## src/rtl/rmstat_pkg.sv

```systemverilog
`timescale 1ns / 1ps
`default_nettype none
// ----------------------------------------------------------------------------
// rmstat_pkg
// Widths, command codes and request / result types shared by the running
// measurement statistics block.
// ----------------------------------------------------------------------------
package rmstat_pkg;

    localparam int SAMPLE_BITS = 24;
    localparam int COUNT_BITS  = 16;

    // exact running sum and sum of squares for any count
    localparam int SUM_BITS = SAMPLE_BITS + COUNT_BITS;
    localparam int SQ_BITS  = 2 * SAMPLE_BITS - 2 + COUNT_BITS;
    localparam int DEV_BITS = SAMPLE_BITS - 1;

    localparam logic [1:0] FUNC_SAMPLE = 2'd0;
    localparam logic [1:0] FUNC_CLEAR  = 2'd1;
    localparam logic [1:0] FUNC_HOLD   = 2'd2;

    typedef struct packed {
        logic [1:0]                    func;
        logic signed [SAMPLE_BITS-1:0] sample;
    } stat_in_t;

    typedef struct packed {
        logic signed [SAMPLE_BITS-1:0] last_value;
        logic signed [SAMPLE_BITS-1:0] min_out;
        logic signed [SAMPLE_BITS-1:0] max_out;
        logic signed [SAMPLE_BITS-1:0] mean_out;
        logic [DEV_BITS-1:0]           deviation_out;
        logic [COUNT_BITS-1:0]         count_out;
        logic                          hold_out;
        logic                          full_out;
    } stat_out_t;

endpackage
`default_nettype wire

```

## src/rtl/rmstat_div.sv

```systemverilog
`timescale 1ns / 1ps
`default_nettype none
// ----------------------------------------------------------------------------
// rmstat_div
// Bit-serial restoring divider, one quotient bit per cycle. The quotient
// shifts into the dividend register as the dividend shifts out.
// ----------------------------------------------------------------------------
module rmstat_div
    import rmstat_pkg::*;
#(
    parameter int NUM_BITS = SUM_BITS - 1,
    parameter int DEN_BITS = COUNT_BITS
)
(
    input  wire logic                clk,
    input  wire logic                rst_n,
    input  wire logic                start,
    input  wire logic [NUM_BITS-1:0] dividend,
    input  wire logic [DEN_BITS-1:0] divisor,
    output logic                     busy,
    output logic [NUM_BITS-1:0]      quotient
);

    localparam int CNT_BITS = $clog2(NUM_BITS + 1);

    logic [NUM_BITS-1:0] work_reg, work_next;
    logic [DEN_BITS-1:0] rem_reg, rem_next;
    logic [DEN_BITS-1:0] den_reg, den_next;
    logic [CNT_BITS-1:0] cnt_reg, cnt_next;
    logic [DEN_BITS:0]   trial;
    logic [DEN_BITS:0]   diff;
    logic                fits;

    assign busy     = (cnt_reg != '0);
    assign quotient = work_reg;

    always_comb
    begin
        trial = {rem_reg, work_reg[NUM_BITS-1]};
        diff  = trial - {1'b0, den_reg};
        fits  = (trial >= {1'b0, den_reg});

        work_next = work_reg;
        rem_next  = rem_reg;
        den_next  = den_reg;
        cnt_next  = cnt_reg;
        if (start)
        begin
            work_next = dividend;
            rem_next  = '0;
            den_next  = divisor;
            cnt_next  = CNT_BITS'(NUM_BITS);
        end
        else if (busy)
        begin
            work_next = {work_reg[NUM_BITS-2:0], fits};
            rem_next  = fits ? diff[DEN_BITS-1:0] : trial[DEN_BITS-1:0];
            cnt_next  = cnt_reg - 1'b1;
        end
    end

    always_ff @(posedge clk or negedge rst_n)
    begin
        if (!rst_n)
        begin
            cnt_reg <= '0;
        end
        else
        begin
            cnt_reg <= cnt_next;
        end
    end

    always_ff @(posedge clk)
    begin
        work_reg <= work_next;
        rem_reg  <= rem_next;
        den_reg  <= den_next;
    end

endmodule
`default_nettype wire

```

## src/rtl/rmstat_sqr.sv

```systemverilog
`timescale 1ns / 1ps
`default_nettype none
// ----------------------------------------------------------------------------
// rmstat_sqr
// Shift-and-add squarer, one multiplier bit per cycle.
// ----------------------------------------------------------------------------
module rmstat_sqr
    import rmstat_pkg::*;
#(
    parameter int WIDTH = SAMPLE_BITS
)
(
    input  wire logic             clk,
    input  wire logic             rst_n,
    input  wire logic             start,
    input  wire logic [WIDTH-1:0] operand,
    output logic                  busy,
    output logic [2*WIDTH-1:0]    product
);

    localparam int CNT_BITS = $clog2(WIDTH + 1);

    logic [2*WIDTH-1:0] prod_reg, prod_next;
    logic [WIDTH-1:0]   mcand_reg, mcand_next;
    logic [CNT_BITS-1:0] cnt_reg, cnt_next;
    logic [WIDTH:0]     partial;

    assign busy    = (cnt_reg != '0);
    assign product = prod_reg;

    always_comb
    begin
        partial = {1'b0, prod_reg[2*WIDTH-1:WIDTH]}
                + {1'b0, (prod_reg[0] ? mcand_reg : {WIDTH{1'b0}})};

        prod_next  = prod_reg;
        mcand_next = mcand_reg;
        cnt_next   = cnt_reg;
        if (start)
        begin
            prod_next  = {{WIDTH{1'b0}}, operand};
            mcand_next = operand;
            cnt_next   = CNT_BITS'(WIDTH);
        end
        else if (busy)
        begin
            prod_next = {partial, prod_reg[WIDTH-1:1]};
            cnt_next  = cnt_reg - 1'b1;
        end
    end

    always_ff @(posedge clk or negedge rst_n)
    begin
        if (!rst_n)
        begin
            cnt_reg <= '0;
        end
        else
        begin
            cnt_reg <= cnt_next;
        end
    end

    always_ff @(posedge clk)
    begin
        prod_reg  <= prod_next;
        mcand_reg <= mcand_next;
    end

endmodule
`default_nettype wire

```

## src/rtl/rmstat_sqrt.sv

```systemverilog
`timescale 1ns / 1ps
`default_nettype none
// ----------------------------------------------------------------------------
// rmstat_sqrt
// Digit-by-digit integer square root, one root bit (two radicand bits)
// per cycle.
// ----------------------------------------------------------------------------
module rmstat_sqrt
    import rmstat_pkg::*;
#(
    parameter int WIDTH = SAMPLE_BITS
)
(
    input  wire logic               clk,
    input  wire logic               rst_n,
    input  wire logic               start,
    input  wire logic [2*WIDTH-1:0] radicand,
    output logic                    busy,
    output logic [WIDTH-1:0]        root
);

    localparam int CNT_BITS = $clog2(WIDTH + 1);

    logic [2*WIDTH-1:0]  x_reg, x_next;
    logic [WIDTH-1:0]    rem_reg, rem_next;
    logic [WIDTH-1:0]    root_reg, root_next;
    logic [CNT_BITS-1:0] cnt_reg, cnt_next;
    logic [WIDTH+1:0]    cur;
    logic [WIDTH+1:0]    trial;
    logic [WIDTH+1:0]    diff;
    logic                ge;

    assign busy = (cnt_reg != '0);
    assign root = root_reg;

    always_comb
    begin
        cur   = {rem_reg, x_reg[2*WIDTH-1:2*WIDTH-2]};
        trial = {root_reg, 2'b01};
        diff  = cur - trial;
        ge    = (cur >= trial);

        x_next    = x_reg;
        rem_next  = rem_reg;
        root_next = root_reg;
        cnt_next  = cnt_reg;
        if (start)
        begin
            x_next    = radicand;
            rem_next  = '0;
            root_next = '0;
            cnt_next  = CNT_BITS'(WIDTH);
        end
        else if (busy)
        begin
            x_next    = {x_reg[2*WIDTH-3:0], 2'b00};
            // remainder stays below 2^WIDTH until the last step, whose remainder is unused
            rem_next  = ge ? diff[WIDTH-1:0] : cur[WIDTH-1:0];
            root_next = {root_reg[WIDTH-2:0], ge};
            cnt_next  = cnt_reg - 1'b1;
        end
    end

    always_ff @(posedge clk or negedge rst_n)
    begin
        if (!rst_n)
        begin
            cnt_reg <= '0;
        end
        else
        begin
            cnt_reg <= cnt_next;
        end
    end

    always_ff @(posedge clk)
    begin
        x_reg    <= x_next;
        rem_reg  <= rem_next;
        root_reg <= root_next;
    end

endmodule
`default_nettype wire

```

## src/rtl/running_measurement_statistics.sv

```systemverilog
`timescale 1ns / 1ps
`default_nettype none
// ----------------------------------------------------------------------------
// running_measurement_statistics
// Running min, max, mean and standard deviation of gauge samples.
// ----------------------------------------------------------------------------
// Each request is a sample, a clear or a hold toggle; exactly one result
// follows every request. The block works on one request at a time. A clear,
// hold toggle, unused code or ignored sample skips the squaring of the new
// sample, any request that leaves the count at zero skips all bit-serial
// units, and a stalled previous result can hold the new one back. The time
// that an accepted sample takes is set by the bit-serial units: the squarer
// for the new sample, the mean divider and then the squaring of the mean (the
// divider for sum of squares over count runs beside them and finishes first),
// then the square root. The result sits in an output register, so the next
// request is taken while the previous result waits.
// ----------------------------------------------------------------------------
module running_measurement_statistics
    import rmstat_pkg::*;
(
    input  wire logic      clk,
    input  wire logic      rst_n,
    input  wire logic      cmd_valid,
    output logic           cmd_ready,
    input  wire stat_in_t  cmd_data,
    output logic           stat_valid,
    input  wire logic      stat_ready,
    output stat_out_t      stat_data
);

    localparam int S        = SAMPLE_BITS;
    localparam int MAG_BITS = SUM_BITS - 1;
    localparam int AVG_BITS = 2 * S - 1;

    typedef enum logic [2:0] {
        ST_IDLE,
        ST_SQUARE,
        ST_CHECK,
        ST_DIVIDE,
        ST_ROOT,
        ST_FINISH
    } state_t;

    state_t                  state_reg, state_next;
    logic signed [S-1:0]     latest_reg, latest_next;
    logic signed [S-1:0]     min_reg, min_next;
    logic signed [S-1:0]     max_reg, max_next;
    logic signed [SUM_BITS-1:0] sum_reg, sum_next;
    logic [SQ_BITS-1:0]      sumsq_reg, sumsq_next;
    logic [COUNT_BITS-1:0]   count_reg, count_next;
    logic                    hold_reg, hold_next;
    logic                    full_reg, full_next;
    logic signed [S-1:0]     mean_reg, mean_next;
    logic [DEV_BITS-1:0]     dev_reg, dev_next;
    logic                    msq_started_reg, msq_started_next;
    logic                    stat_valid_reg, stat_valid_next;
    stat_out_t               stat_data_reg, stat_data_next;

    logic signed [S-1:0]     v;
    logic [S-1:0]            abs_v;
    logic [SUM_BITS-1:0]     abs_sum;
    logic [S-1:0]            mean_mag;
    logic [AVG_BITS-1:0]     avg_sq;
    logic [AVG_BITS-1:0]     mean_sq;
    logic [AVG_BITS-1:0]     var_abs;

    logic                    sqr_start, sqr_busy;
    logic [S-1:0]            sqr_op;
    logic [2*S-1:0]          sqr_prod;
    logic                    mdiv_start, mdiv_busy;
    logic [MAG_BITS-1:0]     mdiv_quot;
    logic                    sdiv_start, sdiv_busy;
    logic [SQ_BITS-1:0]      sdiv_quot;
    logic                    root_start, root_busy;
    logic [S-1:0]            root_val;

    assign stat_valid = stat_valid_reg;
    assign stat_data  = stat_data_reg;
    assign cmd_ready  = (state_reg == ST_IDLE);

    assign v        = cmd_data.sample;
    assign abs_v    = v[S-1] ? (S'(0) - v) : v;
    assign abs_sum  = sum_reg[SUM_BITS-1] ? (SUM_BITS'(0) - sum_reg) : sum_reg;
    assign mean_mag = mdiv_quot[S-1:0];
    assign sqr_op   = (state_reg == ST_IDLE) ? abs_v : mean_mag;

    // both averages are at most 2^(2S-2)
    assign avg_sq  = sdiv_quot[AVG_BITS-1:0];
    assign mean_sq = sqr_prod[AVG_BITS-1:0];
    assign var_abs = (avg_sq >= mean_sq) ? (avg_sq - mean_sq) : (mean_sq - avg_sq);

    rmstat_sqr #(
        .WIDTH (S)
    ) u_sqr (
        .clk     (clk),
        .rst_n   (rst_n),
        .start   (sqr_start),
        .operand (sqr_op),
        .busy    (sqr_busy),
        .product (sqr_prod)
    );

    rmstat_div #(
        .NUM_BITS (MAG_BITS),
        .DEN_BITS (COUNT_BITS)
    ) u_mean_div (
        .clk      (clk),
        .rst_n    (rst_n),
        .start    (mdiv_start),
        .dividend (abs_sum[MAG_BITS-1:0]),
        .divisor  (count_reg),
        .busy     (mdiv_busy),
        .quotient (mdiv_quot)
    );

    rmstat_div #(
        .NUM_BITS (SQ_BITS),
        .DEN_BITS (COUNT_BITS)
    ) u_sq_div (
        .clk      (clk),
        .rst_n    (rst_n),
        .start    (sdiv_start),
        .dividend (sumsq_reg),
        .divisor  (count_reg),
        .busy     (sdiv_busy),
        .quotient (sdiv_quot)
    );

    rmstat_sqrt #(
        .WIDTH (S)
    ) u_sqrt (
        .clk      (clk),
        .rst_n    (rst_n),
        .start    (root_start),
        .radicand ({1'b0, var_abs}),
        .busy     (root_busy),
        .root     (root_val)
    );

    always_comb
    begin
        state_next       = state_reg;
        latest_next      = latest_reg;
        min_next         = min_reg;
        max_next         = max_reg;
        sum_next         = sum_reg;
        sumsq_next       = sumsq_reg;
        count_next       = count_reg;
        hold_next        = hold_reg;
        full_next        = full_reg;
        mean_next        = mean_reg;
        dev_next         = dev_reg;
        msq_started_next = msq_started_reg;
        stat_valid_next  = stat_valid_reg;
        stat_data_next   = stat_data_reg;
        sqr_start        = 1'b0;
        mdiv_start       = 1'b0;
        sdiv_start       = 1'b0;
        root_start       = 1'b0;

        if (stat_valid_reg && stat_ready)
        begin
            stat_valid_next = 1'b0;
        end

        unique case (state_reg)
            ST_IDLE:
            begin
                if (cmd_valid)
                begin
                    state_next = ST_CHECK;
                    unique case (cmd_data.func)
                        FUNC_SAMPLE:
                        begin
                            if (!hold_reg)
                            begin
                                if (&count_reg)
                                begin
                                    full_next = 1'b1;
                                end
                                else
                                begin
                                    latest_next = v;
                                    if (count_reg == '0)
                                    begin
                                        min_next = v;
                                        max_next = v;
                                    end
                                    else
                                    begin
                                        if (v < min_reg)
                                        begin
                                            min_next = v;
                                        end
                                        if (v > max_reg)
                                        begin
                                            max_next = v;
                                        end
                                    end
                                    sum_next   = sum_reg + {{COUNT_BITS{v[S-1]}}, v};
                                    count_next = count_reg + 1'b1;
                                    sqr_start  = 1'b1;
                                    state_next = ST_SQUARE;
                                end
                            end
                        end
                        FUNC_CLEAR:
                        begin
                            min_next   = '0;
                            max_next   = '0;
                            sum_next   = '0;
                            sumsq_next = '0;
                            count_next = '0;
                            full_next  = 1'b0;
                        end
                        FUNC_HOLD:
                        begin
                            hold_next = !hold_reg;
                        end
                        default:
                        begin
                        end
                    endcase
                end
            end

            ST_SQUARE:
            begin
                if (!sqr_busy)
                begin
                    sumsq_next = sumsq_reg + {{(SQ_BITS - 2 * S){1'b0}}, sqr_prod};
                    state_next = ST_CHECK;
                end
            end

            ST_CHECK:
            begin
                if (count_reg == '0)
                begin
                    mean_next  = '0;
                    dev_next   = '0;
                    state_next = ST_FINISH;
                end
                else
                begin
                    mdiv_start       = 1'b1;
                    sdiv_start       = 1'b1;
                    msq_started_next = 1'b0;
                    state_next       = ST_DIVIDE;
                end
            end

            ST_DIVIDE:
            begin
                // square the mean as soon as it is known, beside the long division
                if (!mdiv_busy && !msq_started_reg)
                begin
                    sqr_start        = 1'b1;
                    msq_started_next = 1'b1;
                end
                if (msq_started_reg && !sqr_busy && !sdiv_busy)
                begin
                    root_start = 1'b1;
                    state_next = ST_ROOT;
                end
            end

            ST_ROOT:
            begin
                if (!root_busy)
                begin
                    mean_next  = sum_reg[SUM_BITS-1] ? $signed(S'(0) - mean_mag)
                                                     : $signed(mean_mag);
                    dev_next   = root_val[S-1] ? {DEV_BITS{1'b1}} : root_val[S-2:0];
                    state_next = ST_FINISH;
                end
            end

            ST_FINISH:
            begin
                if (!stat_valid_reg || stat_ready)
                begin
                    stat_valid_next              = 1'b1;
                    stat_data_next.last_value    = latest_reg;
                    stat_data_next.min_out       = min_reg;
                    stat_data_next.max_out       = max_reg;
                    stat_data_next.mean_out      = mean_reg;
                    stat_data_next.deviation_out = dev_reg;
                    stat_data_next.count_out     = count_reg;
                    stat_data_next.hold_out      = hold_reg;
                    stat_data_next.full_out      = full_reg;
                    state_next                   = ST_IDLE;
                end
            end

            default:
            begin
                state_next = ST_IDLE;
            end
        endcase
    end

    always_ff @(posedge clk or negedge rst_n)
    begin
        if (!rst_n)
        begin
            state_reg       <= ST_IDLE;
            latest_reg      <= '0;
            min_reg         <= '0;
            max_reg         <= '0;
            sum_reg         <= '0;
            sumsq_reg       <= '0;
            count_reg       <= '0;
            hold_reg        <= 1'b0;
            full_reg        <= 1'b0;
            mean_reg        <= '0;
            dev_reg         <= '0;
            msq_started_reg <= 1'b0;
            stat_valid_reg  <= 1'b0;
            stat_data_reg   <= '0;
        end
        else
        begin
            state_reg       <= state_next;
            latest_reg      <= latest_next;
            min_reg         <= min_next;
            max_reg         <= max_next;
            sum_reg         <= sum_next;
            sumsq_reg       <= sumsq_next;
            count_reg       <= count_next;
            hold_reg        <= hold_next;
            full_reg        <= full_next;
            mean_reg        <= mean_next;
            dev_reg         <= dev_next;
            msq_started_reg <= msq_started_next;
            stat_valid_reg  <= stat_valid_next;
            stat_data_reg   <= stat_data_next;
        end
    end

endmodule
`default_nettype wire

```

## config.mk

```make
export PLATFORM = sky130hd
export DESIGN_NAME = running_measurement_statistics
export DESIGN_NICKNAME = d
export VERILOG_FILES = /design/src/rtl/rmstat_pkg.sv /design/src/rtl/rmstat_div.sv /design/src/rtl/rmstat_sqr.sv /design/src/rtl/rmstat_sqrt.sv /design/src/rtl/running_measurement_statistics.sv
export SDC_FILE = /design/constraint.sdc
export NUM_CORES = 2
export LEC_CHECK = 0
export BUFFER_PORTS_ARGS = -buffer_cell sky130_fd_sc_hd__buf_2
export CORE_ASPECT_RATIO = 1.4
export CORE_MARGIN = 10
export CORE_UTILIZATION = 63
export DETAILED_ROUTE_END_ITERATION = 6
export PLACE_DENSITY = 0.81
export RECOVER_POWER = 50
export SETUP_SLACK_MARGIN = 0.4
export SYNTH_ARGS = -nofsm -noshare
export SYNTH_HDL_FRONTEND = slang
export SYNTH_SLANG_ARGS = --single-unit
```

## constraint.sdc

```tcl
create_clock -name clk -period 4.55 [get_ports clk]
set_input_delay 1.365 -clock clk [delete_from_list [all_inputs] [get_ports clk]]
set_output_delay 1.365 -clock clk [all_outputs]
set_load 0.02 [all_outputs]
```

==> impl_metrics.csv <==
group,metric,value,unit
outcome,status,"complete, but fails checks",
outcome,violations,"capacitance limit, slew limit",
cells_and_area,nFillCells,5346,
route,dr.first_iter.drc_count,3254,
cells_and_area,n_antenna_cell,0,
placed_design,io_buffers,168,
global_routing,grt_max_degree,133,
clock_network,clk_pin_slew_worst_paths,70,ps
route,num_vias,37490,
pwr,p_switching,19.73,mW
logic_synthesis,synthesis.nets,5200,
cells_and_area,fin_cells,5987,
setup_path,r2r_end,"sumsq_reg[29]$_DFFE_PN0P_",
placed_design,place_area,46690,sq um
route,drcViolationCount,0,
floorplanning,rows,114,
logic_synthesis,syn-cell-area,44230,sq um
route,drt-total-wl,128800,um
route,drt-pass1-iter-count,7,
cells_and_area,mostFrequentLayoutCell,"nand2_1",
setup_path,rr_worst_depth,8,
sta,tns,0,ps
setup_path,worstPathArrival,4620,ps
setup_path,required,4990,ps
sta,hold_viol,0,
clock_network,holdBufCountCts,0,
setup_path,critical_path_class,"reg2reg",
sta,timing.fmax,0.2391,GHz
clock_network,clock_latency,670,ps
min_path,holdPathEnd,"dev_reg[17]$_DFFE_PN0P_",
sta,setup_violations,0,
pwr,p_seq_share,26.8,%
logic_synthesis,synth_cells,4844,
placed_design,place_inst,5849,
pwr,internal_power,23.08,mW
floorplanning,fp.coreArea,69320,sq um
cells_and_area,seq_area,18550,sq um
logic_synthesis,yosysWarningCount,0,
global_routing,antenna_found_initial,5,
pwr,pwr-share-comb,58.6,%
logic_synthesis,synth_edf_count,212,
floorplanning,die_h,333.5,um
pwr,leakagePower,22.56,nW
sta,period_share,91.92,%
global_routing,grt_pass1_vias,37074,
sta,drv_slew,246,
sta,hold_slack,470.8,ps
sta,relSlewSlack,-97.30,%
logic_synthesis,async_reset_ff_share,55.97,%
floorplanning,io_pins,169,
cells_and_area,area_growth,10.78,%
pwr,powerDensity,873.8,nW/um^2
cells_and_area,fin_area,48990,sq um
sta,worst_pin_slew,2959,ps
floorplanning,start_util,63.80,%
placed_design,dp_hpwl,95590,um
route,vias_per_cell,6.262,
floorplanning,die-area,81350,sq um
global_routing,grt_usage,30.87,%
logic_synthesis,ys_seq_area_share,41.95,%
setup_path,worstPathMaxFanout,39,
setup_path,critPathLaunchType,"register",
clock_network,numCtsBuffers,73,
cells_and_area,drive_above_1_share,9.547,%
global_routing,grt_pass1_wl,202200,um
setup_path,r2r_slack,370,ps
sta,rsz0062_at_grt,"true",
clock_network,clockBufferDepth,3,
setup_path,reg2reg_from,"state_reg[0]$_DFFE_PN0P_",
cells_and_area,nNetsFinal,5355,
route,wl_per_cell,21.51,um
clock_network,clock-sinks,720,
logic_synthesis,ys.flop_type,"dfrtp_1",
cells_and_area,layout_common_cells,"nand2_1, o21ai_0, dfrtp_1, a21oi_1, ha_1",
logic_synthesis,ys_seq_elements,720,
pwr,p_clk_share,14.6,%
global_routing,globalRoute.totalOverflow,0,
placed_design,globalplace.congestion,1.012,
min_path,hold_path.class,"reg2reg",
clock_network,cts_max_level,3,
clock_network,tritoncts,"yes",
route,ant_nets,0,
min_path,worstHoldPathCells,2,
setup_path,cp-end-kind,"register",
min_path,hp-start,"dev_reg[17]$_DFFE_PN0P_",
sta,skew,40.54,ps
logic_synthesis,syn_area_per_cell,9.130,sq um
pwr,vdd_drop_max,0.0004165,V
cells_and_area,multi_input_area,23960,sq um
cells_and_area,largest_reg_flops,137,
logic_synthesis,synth_cell_types,78,
floorplanning,die_x,243.9,um
clock_network,clock_tree.root_cell,"clkbuf_16",
pwr,netSwitchingFraction,46.08,%
sta,fin_crit,4182,ps
job,cap_viol_max_count,4,
metal layers:
metal | track usage (%) | vias up | routed length [um]
met2 | 53.06 | 1508 | 63220
li1 | - | 17496 | -
met5 | 0 | - | 53
met3 | 4.240 | 394 | 8200
met4 | 18.20 | 8 | 8094
met1 | 36.35 | 18084 | 49220
repair_timing:
| item | in CTS | in global routing |
|---|---|---|
| endpoints found under the setup margin | 1 | 26 |
| hold endpoints to repair | 0 | 0 |
| buffers inserted | 0 | 3 |
| pin swaps | 0 | 1 |
| resized for setup | 1 | 17 |
Yosys cell counts (all sizes together), types with 20 or more instances:
library cell / number / area (sq um)
a211oi: 43 / 322.8
a21o: 125 / 938.4
a21oi: 377 / 1887
a22o: 54 / 473.0
a31oi: 30 / 187.7
and2: 34 / 212.7
and3: 24 / 150.1
buf: 20 / 81.32
clkbuf: 218 / 818.3
dfrtp: 403 / 10080
dfxtp: 105 / 2102
edfxtp: 212 / 6366
ha: 319 / 3991
inv: 265 / 994.7
mux2: 140 / 1577
mux2i: 67 / 670.6
nand2: 677 / 2544
nand2b: 49 / 314.1
nand3: 68 / 340.3
nand4: 54 / 337.8
nor2: 277 / 1047
nor2b: 39 / 244.0
nor3: 65 / 325.3
o211ai: 22 / 165.2
o21a: 38 / 285.3
o21ai: 483 / 2417
o21bai: 41 / 307.8
o31ai: 43 / 342.8
o41ai: 25 / 226.5
or3: 45 / 286.5
xnor2: 123 / 1077
xor2: 166 / 1454
worst max-delay path by stage:
stage	slack (ps)	to	startpoint	depth (start not counted)
6_report	370	sumsq_reg[29]$_DFFE_PN0P_	state_reg[0]$_DFFE_PN0P_	8
5_1_grt	230	sumsq_reg[29]$_DFFE_PN0P_	state_reg[0]$_DFFE_PN0P_	8
4_1_cts	470	sumsq_reg[42]$_DFFE_PN0P_	u_sqr.product[0]$_DFFE_PP_	16
3_5_place_dp	200	sum_reg[38]$_DFFE_PN0P_	cmd_data[0]	16
3_3_place_gp	210	sum_reg[38]$_DFFE_PN0P_	cmd_data[0]	16
2_1_floorplan	410	max_reg[10]$_DFFE_PN0P_	cmd_data[1]	14
cells by family after synthesis:
logic type	synth area share [%]
AO/OA/AOI/OAI	19.25
XOR/XNOR	5.723
adder cells (fa/ha/maj)	9.341
buffers and inverters	4.283
flip-flops	41.95
multiplexers	5.081
AND/OR/NAND/NOR	14.37
cell type report:
class                           instances  share of cell area [%]
Tap cell                              928                   2.370
Multi-Input combinational cell       3621                   48.89
Inverter                              265                   2.035
Clock buffer                          100                   4.122
Timing Repair Buffer                  318                   3.754
Clock inverter                         35                  0.9551
Sequential cell                       720                   37.87
critical path: stages (launching register included):
cell      delay (ps)
dfrtp_1          580
nor3_1           280
clkbuf_1         610
and3_1           310
clkbuf_1        1050
nor2_1           540
buf_12           330
nand2_1          120
o21ai_0           90
stage by stage:
step | util, % | total power, mW | worst slack (ps)
finish | 70.68 | 42.81 | 367.7
global route | 70.68 | 45.80 | 231.5
CTS | 70.95 | 42.18 | 472.3
detailed placement | 67.35 | 35.71 | 203.6
global placement | 67.35 | 35.20 | 206.9
floorplan | - | 28.56 | 414.8
power by group through the flow:
stage,logic [mW],clock network (mW),registers (mW)
floorplan,17.6,0,11.0
global placement,23.8,0,11.4
detailed placement,24.2,0,11.5
CTS,24.5,6.31,11.4
global route,27.5,6.56,11.7
finish,25.1,6.25,11.5
Note: power is estimated with default switching activity, not from simulation.
